$ cat src/design/wsbl_ram.sv
`timescale 1ns / 1ps

module wsbl_ram #(
   parameter int WIDTH = 8,
   parameter int DEPTH = 16,
   localparam int AW   = $clog2(DEPTH)
) (
   input  logic             clock,
   input  logic             we,
   input  logic [AW-1:0]    waddr,
   input  logic [WIDTH-1:0] wdata,
   input  logic [AW-1:0]    raddr,
   output logic [WIDTH-1:0] rdata
);

   logic [WIDTH-1:0] mem [DEPTH];
   logic [WIDTH-1:0] rdata_ff;

   always_ff @(posedge clock) begin
      if (we) begin
         mem[waddr] <= wdata;
      end
      rdata_ff <= mem[raddr];
   end

   assign rdata = rdata_ff;

endmodule

$ cat config.mk
export PLATFORM = sky130hd
export DESIGN_NAME = wsbl_ram
export DESIGN_NICKNAME = d
export VERILOG_FILES = /design/src/design/wsbl_ram.sv
export SDC_FILE = /design/constraint.sdc
export NUM_CORES = 1
export LEC_CHECK = 0
export ABC_CLOCK_PERIOD_IN_PS = 1900
export BUFFER_PORTS_ARGS = -buffer_cell sky130_fd_sc_hd__buf_2
export CAP_MARGIN = 20
export CORE_MARGIN = 5
export CORE_UTILIZATION = 55
export DETAILED_ROUTE_END_ITERATION = 8
export PLACE_DENSITY = 0.76
export SLEW_MARGIN = 10
export SYNTH_ARGS = -nofsm -noshare
export SYNTH_HDL_FRONTEND = slang
export SYNTH_SLANG_ARGS = --single-unit
$ cat constraint.sdc
create_clock -name clock -period 1.9 [get_ports clock]
set_input_delay 0.095 -clock clock [delete_from_list [all_inputs] [get_ports clock]]
set_output_delay 0.095 -clock clock [all_outputs]
set_load 0.02 [all_outputs]
==> impl_metrics.tcl <==
set metrics [dict create \
    status "completed" \
    synth-seq-cells 136 \
    rows 35 \
    rr_worst_depth 3 \
    synth.most_common_cell "edfxtp_1" \
    finalCritPeriodShare_pct 71.8 \
    ant_nets 0 \
    dieArea_um2 11400 \
    die_h_um 107 \
    clock_latency_ns 0.51 \
    synth_warnings 0 \
    synth-edff-count 128 \
    fin_crit_ns 1.36 \
    slew_violations 0 \
    cts_root_buffer "clkbuf_8" \
    cts_tree "yes" \
    async_reset_ff_share_pct 0 \
    skew_ns 0.00895 \
    wire_per_inst_um 22.5 \
    synth_top_area_share_pct 74.7 \
    worstPathCellList "mux4_1, a22oi_1, nand2_1" \
    coreArea_um2 9200 \
    critPathSlowestCell "mux4_1" \
    power_per_cell_area_nw_per_um2 1080 \
    synth_area_leaders "edfxtp_1, mux4_2, mux4_1, dfxtp_1, a22oi_1" \
    ys_seq_area_share_pct 77.8 \
    initial_core_util_pct 56.0 \
    synthFlopType "edfxtp_1" \
    worstHoldStart "waddr[0]" \
    cts.reportedPaths.clkPinSlew_ns 0.06 \
    post-cts-setup-buffer-count 0 \
    fmax_mhz 733 \
    cts_resized 0 \
    vdd_ir_drop_max_mv 0.635 \
    grt_util_all_layers_pct 18.1 \
    synth_top_area_cell "edfxtp_1" \
    synth_area_um2 5150 \
    rsz0062_at_grt "no" \
    synth_cell_types 19 \
    drcViolationCount 0 \
    hold_end "mem[0][1]$_DFFE_PP_" \
    syn_inst 229 \
    drive_gt1_share_pct 31.1 \
    grt_pass1_wl_um 14600 \
    path_class "reg -> reg" \
    viasPerCell 5.84 \
    synthTopCellsByCount "edfxtp_1, mux4_2, a22oi_1" \
    finalNetCount 310 \
    numCtsBuffers 17 \
    p_leak_nw 2.10 \
    tightest_slew_ns 0.447 \
    maxCapViolCount 0 \
    finalSetupTns_ns 0 \
    avgSynthCellArea_um2 22.5 \
    cts_hold_buf 8 \
    drtPass1Iterations 5 \
    cp-end-kind "flop" \
    antenna-diode-count 0 \
    pre_cts_ws_ns 0.321 \
    grt_pass1_vias 2475 \
    cts.path.max_buffers 2 \
    cts.sinks 136 \
    antenna_found_initial 0 \
    htreeDepth 4 \
    min_path_type "in -> reg" \
    whs_path_depth 3 \
    dp_hpwl_um 5890 \
    grt-ovfl-total 0 \
    drtIter0Drc 227 \
    cp_max_fo 1 \
    die_x_um 107 \
    setup_viol 0 \
    wirelength_um 9350 \
    syn_nets 247 \
    hold_viol_final 0 \
    required_ns 2.30 \
    grt_max_degree 33 \
    slowest_delay_ns 0.51 \
    layout_setup_ws_ns 0.536 \
    maxSlewHeadroom_pct 70.1 \
    port_buffers 25 \
    rr_endpoint "rdata[5]$_DFF_P_" \
    gp_congestion 0.763 \
    rrSetupSlack_ns 0.54 \
    io_pins 26 \
    routed-via-count 2431 \
    cp-start-kind "flop" \
    crit_arrival_ns 1.76 \
    r2r_start "mem[2][5]$_DFFE_PP_" \
    area_delta_synth_final_pct 19.1 \
]
[final cells by class]
cell class                      count  area (µm²)
Clock buffer                       17         414
Clock inverter                     15         129
Fill cell                         589        3070
Multi-Input combinational cell     83        1060
Sequential cell                   136        4000
Tap cell                          111         139
Timing Repair Buffer               54         388
[critical path, delay by kind of cell, from the launching register on]
kind	cells	cell delay [ns]
compound gates	1	0.29
simple gates	1	0.08
flops	1	0.38
mux	1	0.51
[cell usage in the layout (no fill, tap or decap), drive strengths merged]
| cell | netlist | routed |
|---|---|---|
| edfxtp | 128 | 128 |
| nor3 | 4 | 4 |
| nand2b | 2 | 2 |
| clkinv | 0 | 7 |
| inv | 0 | 2 |
| or3b | 1 | 1 |
| nor2b | 1 | 1 |
| bufinv | 0 | 1 |
| nor2 | 13 | 13 |
| nand3b | 2 | 2 |
| nand2 | 9 | 9 |
| clkinvlp | 0 | 5 |
| buf | 7 | 46 |
| and2 | 1 | 1 |
| dfxtp | 8 | 8 |
| dlygate4sd3 | 0 | 8 |
| clkbuf | 0 | 17 |
| a22oi | 16 | 16 |
| and2b | 1 | 1 |
| mux4 | 32 | 32 |
| nand3 | 1 | 1 |
[metrics by stage]
stage	cells	hold slack [ns]	instance area, µm²	power [W]	util [%]
after detailed placement	376	0.489	5510	0.00377	59.9
after floorplan	229	0.194	5150	0.00363	-
after global placement	376	0.484	5510	0.00375	59.9
after CTS	416	0.137	6130	0.00669	66.7
final	416	0.165	6130	0.00664	66.7
after global routing	416	0.165	6130	0.00688	66.7
[cells by family (layout without fill, tap and decap cells)]
family,Yosys count,count (layout),share of synthesized area [%]
flops,136,136,77.8
simple gates,35,35,3.18
mux,32,32,15.0
compound gates,16,16,2.33
buf+inv,10,86,1.68
[worst max-delay path by stage]
stage,from,depth (start not counted),end
CTS,mem[1][5]$_DFFE_PP_,3,rdata[5]$_DFF_P_
detailed placement,raddr[0],5,rdata[5]$_DFF_P_
global placement,raddr[0],5,rdata[5]$_DFF_P_
global route,mem[1][5]$_DFFE_PP_,3,rdata[5]$_DFF_P_
floorplan,waddr[2],2,mem[0][0]$_DFFE_PP_
finish,mem[2][5]$_DFFE_PP_,3,rdata[5]$_DFF_P_
[sequential cells by signal, summed over array words and instances, names as in the netlist]
name and flops:
mem 128, rdata 8
[report_power, final]
part	internal [W]	switching, W
registers	0.00335	0.0000183
clock network	0.00173	0.00119
logic	0.000147	0.000195
total	0.00523	0.00141
[per-layer routing]
layer | global-route usage [%] | vias up | routed length, µm
met3 | 5.84 | 10 | 671
met5 | 0 | - | 0
met4 | 4.66 | 0 | 114
met2 | 28.8 | 103 | 4650
met1 | 24.5 | 1220 | 3910
li1 | - | 1098 | -
No activity file was read; power rests on OpenSTA's default activity.
