`src/design/wsbl_pkg.sv`:
```
`timescale 1ns / 1ps

package wsbl_pkg;

   localparam int LIST_DEPTH  = 1024;
   localparam int BLOCK_COUNT = 1024;
   localparam int LIST_AW     = $clog2(LIST_DEPTH);
   localparam int BLOCK_AW    = $clog2(BLOCK_COUNT);

   localparam int CMD_W   = 3;
   localparam int INDEX_W = 10;
   localparam int VALUE_W = 10;
   localparam int PTR_W   = 11;
   localparam int COUNT_W = 8;
   localparam int SLOT_W  = 10;

   localparam logic [PTR_W-1:0]        LIST_SIZE_RESET = 11'd1024;
   localparam logic signed [PTR_W-1:0] HEAD_RESET      = 11'sd1023;

   typedef enum logic [CMD_W-1:0] {
      CMD_MAP_WR   = 3'd0,
      CMD_CNT_WR   = 3'd1,
      CMD_TAIL_SET = 3'd2,
      CMD_HEAD_SET = 3'd3,
      CMD_INSERT   = 3'd4
   } cmd_type;

   typedef enum logic [2:0] {
      S_IDLE,
      S_KEY_MAP,
      S_KEY_CNT,
      S_WALK,
      S_DONE
   } state_type;

   typedef struct packed {
      logic [CMD_W-1:0]   cmd;
      logic [INDEX_W-1:0] index;
      logic [VALUE_W-1:0] value;
   } req_type;

   typedef struct packed {
      logic              status;
      logic [SLOT_W-1:0] slot;
   } rsp_type;

   typedef struct packed {
      logic               we;
      logic [LIST_AW-1:0] waddr;
      logic [INDEX_W-1:0] wdata;
      logic [LIST_AW-1:0] raddr;
   } list_port_type;

   typedef struct packed {
      logic                we;
      logic [BLOCK_AW-1:0] waddr;
      logic [VALUE_W-1:0]  wdata;
      logic [BLOCK_AW-1:0] raddr;
   } map_port_type;

   typedef struct packed {
      logic                we;
      logic [BLOCK_AW-1:0] waddr;
      logic [COUNT_W-1:0]  wdata;
      logic [BLOCK_AW-1:0] raddr;
   } cnt_port_type;

endpackage

```
`src/design/wsbl_ctrl.sv`:
```
`timescale 1ns / 1ps

module wsbl_ctrl (
   input  logic                         clock,
   input  logic                         reset,
   input  logic                         req_valid,
   input  wsbl_pkg::req_type            req_data,
   output logic                         req_stall,
   input  logic [wsbl_pkg::PTR_W-1:0]   list_size,
   input  logic                         out_free,
   output logic                         res_valid,
   output wsbl_pkg::rsp_type            res_data,
   output wsbl_pkg::list_port_type      list_port,
   input  logic [wsbl_pkg::INDEX_W-1:0] list_rdata,
   output wsbl_pkg::map_port_type       map_port,
   input  logic [wsbl_pkg::VALUE_W-1:0] map_rdata,
   output wsbl_pkg::cnt_port_type       cnt_port,
   input  logic [wsbl_pkg::COUNT_W-1:0] cnt_rdata
);

   wsbl_pkg::state_type                state_ff, state_in;
   logic signed [wsbl_pkg::PTR_W-1:0]  head_ff, head_in;
   logic [wsbl_pkg::PTR_W-1:0]         tail_ff, tail_in;
   logic [wsbl_pkg::COUNT_W-1:0]       key_ff, key_in;
   logic [wsbl_pkg::INDEX_W-1:0]       idx_ff, idx_in;
   logic [wsbl_pkg::LIST_AW-1:0]       pos_ff, pos_in;
   logic [wsbl_pkg::PTR_W-1:0]         probe_ff, probe_in;
   logic                               v1_ff, v1_in;
   logic                               v2_ff, v2_in;
   logic                               v3_ff, v3_in;
   logic [wsbl_pkg::INDEX_W-1:0]       e2_ff, e2_in;
   logic [wsbl_pkg::INDEX_W-1:0]       e3_ff, e3_in;
   logic [wsbl_pkg::PTR_W-1:0]         limit;
   logic                               accept;
   logic                               full;
   logic                               issue;

   assign limit  = (list_size > wsbl_pkg::PTR_W'(wsbl_pkg::LIST_DEPTH))
                 ? wsbl_pkg::PTR_W'(wsbl_pkg::LIST_DEPTH) : list_size;
   assign accept = req_valid && !req_stall;
   assign full   = $signed({head_ff[wsbl_pkg::PTR_W-1], head_ff})
                 < $signed({1'b0, tail_ff});
   assign issue  = probe_ff < limit;

   always_ff @(posedge clock) begin
      if (reset) begin
         state_ff <= wsbl_pkg::S_IDLE;
         head_ff  <= wsbl_pkg::HEAD_RESET;
         tail_ff  <= '0;
         v1_ff    <= 1'b0;
         v2_ff    <= 1'b0;
         v3_ff    <= 1'b0;
      end else begin
         state_ff <= state_in;
         head_ff  <= head_in;
         tail_ff  <= tail_in;
         v1_ff    <= v1_in;
         v2_ff    <= v2_in;
         v3_ff    <= v3_in;
      end
   end

   always_ff @(posedge clock) begin
      key_ff   <= key_in;
      idx_ff   <= idx_in;
      pos_ff   <= pos_in;
      probe_ff <= probe_in;
      e2_ff    <= e2_in;
      e3_ff    <= e3_in;
   end

   always_comb begin
      state_in  = state_ff;
      head_in   = head_ff;
      tail_in   = tail_ff;
      key_in    = key_ff;
      idx_in    = idx_ff;
      pos_in    = pos_ff;
      probe_in  = probe_ff;
      v1_in     = 1'b0;
      v2_in     = 1'b0;
      v3_in     = 1'b0;
      e2_in     = list_rdata;
      e3_in     = e2_ff;
      req_stall = 1'b1;
      res_valid = 1'b0;
      res_data  = '0;
      list_port = '0;
      map_port  = '0;
      cnt_port  = '0;

      unique case (state_ff)
         wsbl_pkg::S_IDLE: begin
            req_stall = !out_free;
            if (accept) begin
               res_valid = 1'b1;
               unique case (req_data.cmd)
                  wsbl_pkg::CMD_MAP_WR: begin
                     map_port.we    = 1'b1;
                     map_port.waddr = req_data.index[wsbl_pkg::BLOCK_AW-1:0];
                     map_port.wdata = req_data.value;
                  end
                  wsbl_pkg::CMD_CNT_WR: begin
                     cnt_port.we    = 1'b1;
                     cnt_port.waddr = req_data.index[wsbl_pkg::BLOCK_AW-1:0];
                     cnt_port.wdata = req_data.value[wsbl_pkg::COUNT_W-1:0];
                  end
                  wsbl_pkg::CMD_TAIL_SET: begin
                     tail_in = {1'b0, req_data.value};
                  end
                  wsbl_pkg::CMD_HEAD_SET: begin
                     head_in = $signed({1'b0, req_data.value});
                  end
                  wsbl_pkg::CMD_INSERT: begin
                     if (full) begin
                        res_data.status = 1'b1;
                     end else begin
                        res_valid      = 1'b0;
                        map_port.raddr = req_data.index[wsbl_pkg::BLOCK_AW-1:0];
                        idx_in         = req_data.index;
                        head_in        = head_ff - 11'sd1;
                        pos_in         = head_ff[wsbl_pkg::LIST_AW-1:0];
                        probe_in       = {1'b0, head_ff[wsbl_pkg::LIST_AW-1:0]} + 11'd1;
                        state_in       = wsbl_pkg::S_KEY_MAP;
                     end
                  end
                  default: begin
                  end
               endcase
            end
         end
         wsbl_pkg::S_KEY_MAP: begin
            cnt_port.raddr = map_rdata[wsbl_pkg::BLOCK_AW-1:0];
            state_in       = wsbl_pkg::S_KEY_CNT;
         end
         wsbl_pkg::S_KEY_CNT: begin
            key_in   = cnt_rdata;
            state_in = wsbl_pkg::S_WALK;
         end
         wsbl_pkg::S_WALK: begin
            list_port.raddr = probe_ff[wsbl_pkg::LIST_AW-1:0];
            map_port.raddr  = list_rdata[wsbl_pkg::BLOCK_AW-1:0];
            cnt_port.raddr  = map_rdata[wsbl_pkg::BLOCK_AW-1:0];
            if (v3_ff && (cnt_rdata < key_ff)) begin
               // shift the smaller entry down one slot
               list_port.we    = 1'b1;
               list_port.waddr = pos_ff;
               list_port.wdata = e3_ff;
               pos_in          = pos_ff + 1'b1;
            end
            if ((v3_ff && !(cnt_rdata < key_ff)) || (!issue && !v1_ff && !v2_ff && !v3_ff))
            begin
               // place the new index into the hole and flush the walk
               list_port.we    = 1'b1;
               list_port.waddr = pos_ff;
               list_port.wdata = idx_ff;
               state_in        = wsbl_pkg::S_DONE;
            end else begin
               v1_in = issue;
               v2_in = v1_ff;
               v3_in = v2_ff;
               if (issue) begin
                  probe_in = probe_ff + 11'd1;
               end
            end
         end
         wsbl_pkg::S_DONE: begin
            if (out_free) begin
               res_valid     = 1'b1;
               res_data.slot = pos_ff;
               state_in      = wsbl_pkg::S_IDLE;
            end
         end
         default: begin
            state_in = wsbl_pkg::S_IDLE;
         end
      endcase
   end

endmodule

```
`config.mk`:
```
export PLATFORM = sky130hd
export DESIGN_NAME = wsbl_ctrl
export DESIGN_NICKNAME = d
export VERILOG_FILES = /design/src/design/wsbl_pkg.sv /design/src/design/wsbl_ctrl.sv
export SDC_FILE = /design/constraint.sdc
export NUM_CORES = 1
export LEC_CHECK = 0
export ABC_AREA = 0
export BUFFER_PORTS_ARGS = -buffer_cell sky130_fd_sc_hd__buf_2
export CORE_ASPECT_RATIO = 0.75
export CORE_MARGIN = 2
export CORE_UTILIZATION = 51
export DETAILED_ROUTE_END_ITERATION = 10
export GPL_ROUTABILITY_DRIVEN = 0
export GPL_TIMING_DRIVEN = 0
export HOLD_SLACK_MARGIN = 0.15
export MAX_ROUTING_LAYER = met4
export PLACE_DENSITY = 0.8
export SYNTH_ARGS = -nofsm -noshare
export SYNTH_HDL_FRONTEND = slang
export SYNTH_SLANG_ARGS = --single-unit
```
`constraint.sdc`:
```
create_clock -name clock -period 3.5 [get_ports clock]
set_input_delay 0.175 -clock clock [delete_from_list [all_inputs] [get_ports clock]]
set_output_delay 0.175 -clock clock [all_outputs]
set_load 0.02 [all_outputs]
```
==> flow_metrics.tcl, run 1 <==
set metrics [dict create \
    grt_first_pass_wirelength_mm 22.80 \
    path_class "flop to output pin" \
    hpwl_mm 10.29 \
    status "finished, final reports clean" \
    worstMarginPinSlew_ns 1.225 \
    critPathLaunchType "flop" \
    nFillCells 725 \
    cts_buffer_depth 2 \
    max_freq_mhz 301.1 \
    viasPerCell 5.377 \
    synth_warnings 0 \
    synth_area_sq_um 5071 \
    endpoint_kind "output pin" \
    min_path_type "primary input to flop" \
    setup_tns_ns 0 \
    num_io_pins 170 \
    crit_arrival_ns 3.15 \
    async_flop_share_pct 0 \
    multi_input_area_sq_um 2704 \
    rows 31 \
    antenna_found_initial 0 \
    required_ns 3.32 \
    timing.final.ws_setup_ns 0.1785 \
    clk_latency_ns 0.34 \
    cp_max_fo 19 \
    port_buffers 168 \
    tritoncts "built" \
    rsz0062_at_grt "no" \
    die_x_microns 119.1 \
    utilization_pct 69.88 \
    dr.pass1.iters 7 \
    fin_cells 889 \
    yosysTopAreaCell "edfxtp_1" \
    power_density_nw_per_um2 345.5 \
    setup_viol 0 \
    num_vias 4780 \
    drc 0 \
    synth_edf_count 39 \
    synth-seq-cells 86 \
    synth_ff_type "dfxtp_1" \
    vdd.ir_drop.worst_v 0.0002952 \
    syn-num-nets 630 \
    clock_skew_ns 0.007451 \
    min_period_ns 3.321 \
    synth.most_common_cell "and2_1" \
    final_nets 847 \
    final_max_slew_viol_count 0 \
    numCtsBuffers 9 \
    grt_max_degree 20 \
    finalWirelength_mm 13.84 \
    register_area_sq_um 2112 \
    max_slew_margin_pct 18.14 \
    grt_pass1_vias 4753 \
    cts_sinks 86 \
    drtIter0Drc 428 \
    yosysUniqueCellTypes 65 \
    dp.cells 835 \
    h-tree-depth 3 \
    track_usage_pct 26.93 \
    power_mw 2.332 \
    dieArea_sq_um 10760 \
    detail-route-antenna-nets 0 \
    synth_top_area_share_pct 23.09 \
    grt_overflow_total 0 \
    initial_core_util_pct 52.51 \
    cts_root_buf "clkbuf_16" \
    antenna_cells 0 \
    synth_area_leaders "edfxtp_1 (23%), dfxtp_1 (19%), and2_1 (9.9%), ha_1 (7.2%), a22o_1 (3.5%)" \
    syn_inst 535 \
    hold_viol 0 \
    avgRoutedWirePerCell_microns 15.57 \
    ys_seq_area_share_pct 41.65 \
    drive_gt1_share_pct 28.01 \
    clk_pin_slew_ns 0.06 \
    place_ws_ns 0.2709 \
    maxCapViolations 0 \
    core_area_sq_um 9658 \
    syn_to_final_growth_pct 33.09 \
    syn_avg_cell_area_sq_um 9.479 \
    die_y_microns 90.36 \
    finalCritPeriodShare_pct 94.90 \
    synthTopCellsByCount "and2_1 (80), dfxtp_1 (47), nand2_1 (45)" \
    p_leak_nw 3.260 \
]
routing by layer:
layer	track usage, %	vias to the layer above	share of wire (%)
met5	-	-	0
met4	6.944	0	0.82
met3	6.124	12	8.0
met2	43.63	219	47
met1	34.20	2223	44
li1	-	2326	-
area by class of cell:
| cell class | instances | share of cell area (%) |
|---|---|---|
| clock buffers | 10 | 3.393 |
| flip-flops and latches | 86 | 31.29 |
| multi-input cells | 394 | 40.06 |
| repair buffers | 206 | 18.09 |
| plain buffers | 29 | 2.503 |
| clock inverters | 6 | 0.7601 |
| inverters | 26 | 1.446 |
| well taps | 132 | 2.447 |
state kept, by name (all words and copies together), names as in the netlist:
register	cells
tail_ff	10
v3_ff	1
state_ff	3
probe_ff	11
key_ff	8
head_ff	11
e3_ff	10
idx_ff	10
v1_ff	1
v2_ff	1
pos_ff	10
e2_ff	10
critical path: stages, from the launching register on:
cell	delay [ns]
dfxtp_1	0.55
ha_1	0.31
a2111oi_1	0.49
o211ai_1	0.29
nand3_2	0.28
inv_1	0.11
buf_4	0.19
buf_4	0.22
a22o_1	0.20
buf_2	0.16
layout by cell type (no fill, tap or decap), types with 17 or more instances in the layout:
cell type and instances:
a22o_1 20, o21ai_0 22, nand2_1 45, nand3_1 22, inv_1 25, ha_1 29
buf_2 171, and2_1 80, dlygate4sd3_1 38, clkbuf_1 17, dfxtp_1 47, edfxtp_1 39
nor2_1 35
report_power, final:
group | total [mW] | switching (mW) | internal (mW) | leakage [nW]
combinational | 0.327 | 0.179 | 0.148 | 2.39
clock | 0.903 | 0.411 | 0.493 | 0.134
sequential | 1.10 | 0.0173 | 1.08 | 0.734
total | 2.33 | 0.607 | 1.73 | 3.26
cell families (layout without fill, tap and decap cells):
| family | count (synthesis) | in the layout | synth area share [%] |
|---|---|---|---|
| simple gates | 227 | 227 | 24.97 |
| compound gates | 105 | 105 | 14.95 |
| flops | 86 | 86 | 41.65 |
| buf+inv | 55 | 277 | 5.255 |
| fa+ha+maj | 29 | 29 | 7.155 |
| xor+xnor | 20 | 20 | 3.454 |
| mux | 13 | 13 | 2.566 |
stage by stage:
step / hold slack [ns] / cell area (sq um)
6_report: 0.1845 / 6749
5_1_grt: 0.1951 / 6749
4_1_cts: 0.1602 / 6743
3_5_place_dp: 0.2959 / 6082
3_3_place_gp: 0.2917 / 6077
2_1_floorplan: 0.2027 / 5071
path summary, 6_finish.rpt:
| path | from | to | slack (ns) | depth (start not counted) |
|---|---|---|---|---|
| setup / recovery | head_ff[8] | map_port[1] | 0.18 | 9 |
| hold / removal | req_data[6] | tail_ff[6] | 0.18 | 3 |
| setup reg to reg | probe_ff[6] | probe_ff[10] | 0.35 | 8 |
| hold reg to reg | e2_ff[1] | e3_ff[1] | 0.33 | 0 |
what timing repair did:
| item | 4_1_cts | 5_1_grt |
|---|---|---|
| setup endpoints to repair | 0 | 9 |
| endpoints found under the hold margin | 39 | 0 |
| setup buffers | 0 | 0 |
| hold buffers | 38 | 0 |
| gates resized for setup | 0 | 2 |
(Power assumes the default switching activity.)
==> inputs of run 2 (changes only) <==
- CORE_MARGIN: 2 -> 10
- CTS_BUF_LIST: default -> sky130_fd_sc_hd__clkbuf_8
- MAX_ROUTING_LAYER: met4 -> default
==> flow_metrics.tcl, run 2 (synthesis gave the netlist of run 1 again) <==
set metrics [dict create \
    min_path_type "primary input to flop" \
    antenna_cells 0 \
    max_freq_mhz 301.6 \
    antenna_found_initial 0 \
    crit_arrival_ns 3.14 \
    avgRoutedWirePerCell_microns 18.17 \
    dp.cells 835 \
    clk_pin_slew_ns 0.09 \
    status "finished, final reports clean" \
    required_ns 3.32 \
    grt_util_met2_pct 36.05 \
    rsz0062_at_grt "no" \
    hold_viol 0 \
    nFillCells 724 \
    die_x_microns 135.1 \
    detail-route-antenna-nets 0 \
    drive_gt1_share_pct 28.23 \
    cp_max_fo 10 \
    cts_sinks 86 \
    die_y_microns 106.4 \
    finalCritPeriodShare_pct 94.73 \
    p_leak_nw 3.245 \
    crit_end "list_port[12]" \
    num_vias 4982 \
    port_buffers 168 \
    grt_max_degree 20 \
    h-tree-depth 3 \
    cts_root_buf "clkbuf_8" \
    met3_usage_pct 9.031 \
    dieArea_sq_um 14370 \
    power_density_nw_per_um2 334.4 \
    critPathLaunchType "primary input" \
    final_nets 848 \
    layout_commonest_cell "buf_2" \
    clk_latency_ns 0.36 \
    place_ws_ns 0.2830 \
    endpoint_kind "output pin" \
    viasPerCell 5.598 \
    worstMarginPinSlew_ns 1.308 \
    grt_first_pass_wirelength_mm 25.90 \
    vdd.ir_drop.worst_v 0.0002199 \
    hpwl_mm 12.23 \
    path_class "primary input to output pin" \
    critPathSlowestCell "dlygate4sd3_1" \
    busiest_layer "met2" \
    grtUsageMet1_pct 25.10 \
    timing.final.ws_setup_ns 0.1846 \
    r2r_slack_ns 0.38 \
    maxCapViolations 0 \
    numCtsBuffers 9 \
    drc 0 \
    finalWirelength_mm 16.17 \
    initial_core_util_pct 52.30 \
    final_max_slew_viol_count 0 \
    crit_path_start "cnt_rdata[2]" \
    setup_tns_ns 0 \
    setup_viol 0 \
    r2r-start "key_ff[2]" \
    grt_pass1_vias 5213 \
    fin_cells 890 \
    grt_overflow_total 0 \
    tritoncts "built" \
    rows 31 \
    cts_buffer_depth 2 \
    max_slew_margin_pct 12.62 \
    track_usage_pct 21.92 \
    dr.pass1.iters 5 \
    post_cts_buffers 0 \
    crit_chain "dlygate4sd3_1 -> buf_2 -> ha_1 -> a21o_1 -> a31oi_1 -> o21ai_0 -> a31oi_1 -> and2_1 -> clkbuf_1 -> a22o_1 -> buf_2" \
    final_cell_mix "buf_2 (171), and2_1 (80), dfxtp_1 (46)" \
    clock_skew_ns 0.009924 \
    min_period_ns 3.315 \
    crit_path_max_incr_delay_ns 0.55 \
    top_regs "head_ff x11, probe_ff x11" \
    syn_to_final_growth_pct 32.25 \
    worstRegToRegCells 9 \
    num_io_pins 170 \
    drtIter0Drc 474 \
    core_area_sq_um 9697 \
    reg2reg_to "probe_ff[3]" \
]
run 2: cell count changes in the layout (fill, tap and decap cells not counted), sizes merged:
cell / before / now
clkinvlp: 1 / 0
bufinv: 0 / 2
clkbuf: 26 / 25
dlygate4sd3: 38 / 39
run 2: per-layer routing:
layer	vias up	share of wire, %
li1	2329	-
met1	2311	40
met2	301	46
met3	41	12
met4	0	2.3
met5	-	0
run 2: timing repair:
item                                   4_1_cts  5_1_grt
endpoints found under the hold margin       41        0
setup endpoints to repair                    9        9
hold buffers                                39        0
resized for setup                            1        2
gates cloned                                 0        0
run 2: worst min path at each step:
stage / to / startpoint / cells past startpoint
final: state_ff[2] / out_free / 3
after global routing: state_ff[2] / out_free / 3
after CTS: state_ff[2] / out_free / 3
after detailed placement: e2_ff[6] / list_rdata[6] / 1
after global placement: e2_ff[6] / list_rdata[6] / 1
after floorplan: e2_ff[0] / list_rdata[0] / 0
run 2: power breakdown:
group          total (mW)  switching, mW  internal (mW)
Sequential           1.10         0.0168           1.08
Combinational       0.336          0.186          0.150
Clock               0.806          0.393          0.414
Total                2.24          0.596           1.65
run 2: worst max-delay path: cells and delay by family:
kind	cells	cell delay [ns]
AND/OR/NAND/NOR	1	0.21
buffers and inverters	4	1.23
adder cells (fa/ha/maj)	1	0.31
AO/OA/AOI/OAI	5	1.21
run 2: cell type report:
type / instances / area, sq um / share of cell area (%)
sequential: 86 / 2113 / 31.51
multi-input combinational: 394 / 2704 / 40.32
clock inverter: 7 / 102.6 / 1.530
timing repair buffer: 207 / 1231 / 18.36
buffer: 29 / 168.9 / 2.519
inverter: 26 / 97.59 / 1.455
tap: 132 / 165.2 / 2.463
clock buffer: 9 / 123.9 / 1.847
run 2: through the flow:
stage          area [sq um]  hold slack (ns)  power, mW  util [%]
2_1_floorplan          5071           0.2027      1.301         -
3_3_place_gp           6077           0.2914      1.402     62.67
3_5_place_dp           6082           0.2946      1.417     62.72
4_1_cts                6704           0.1823      2.242     69.14
5_1_grt                6706           0.1905      2.326     69.16
6_report               6706           0.1903      2.243     69.16
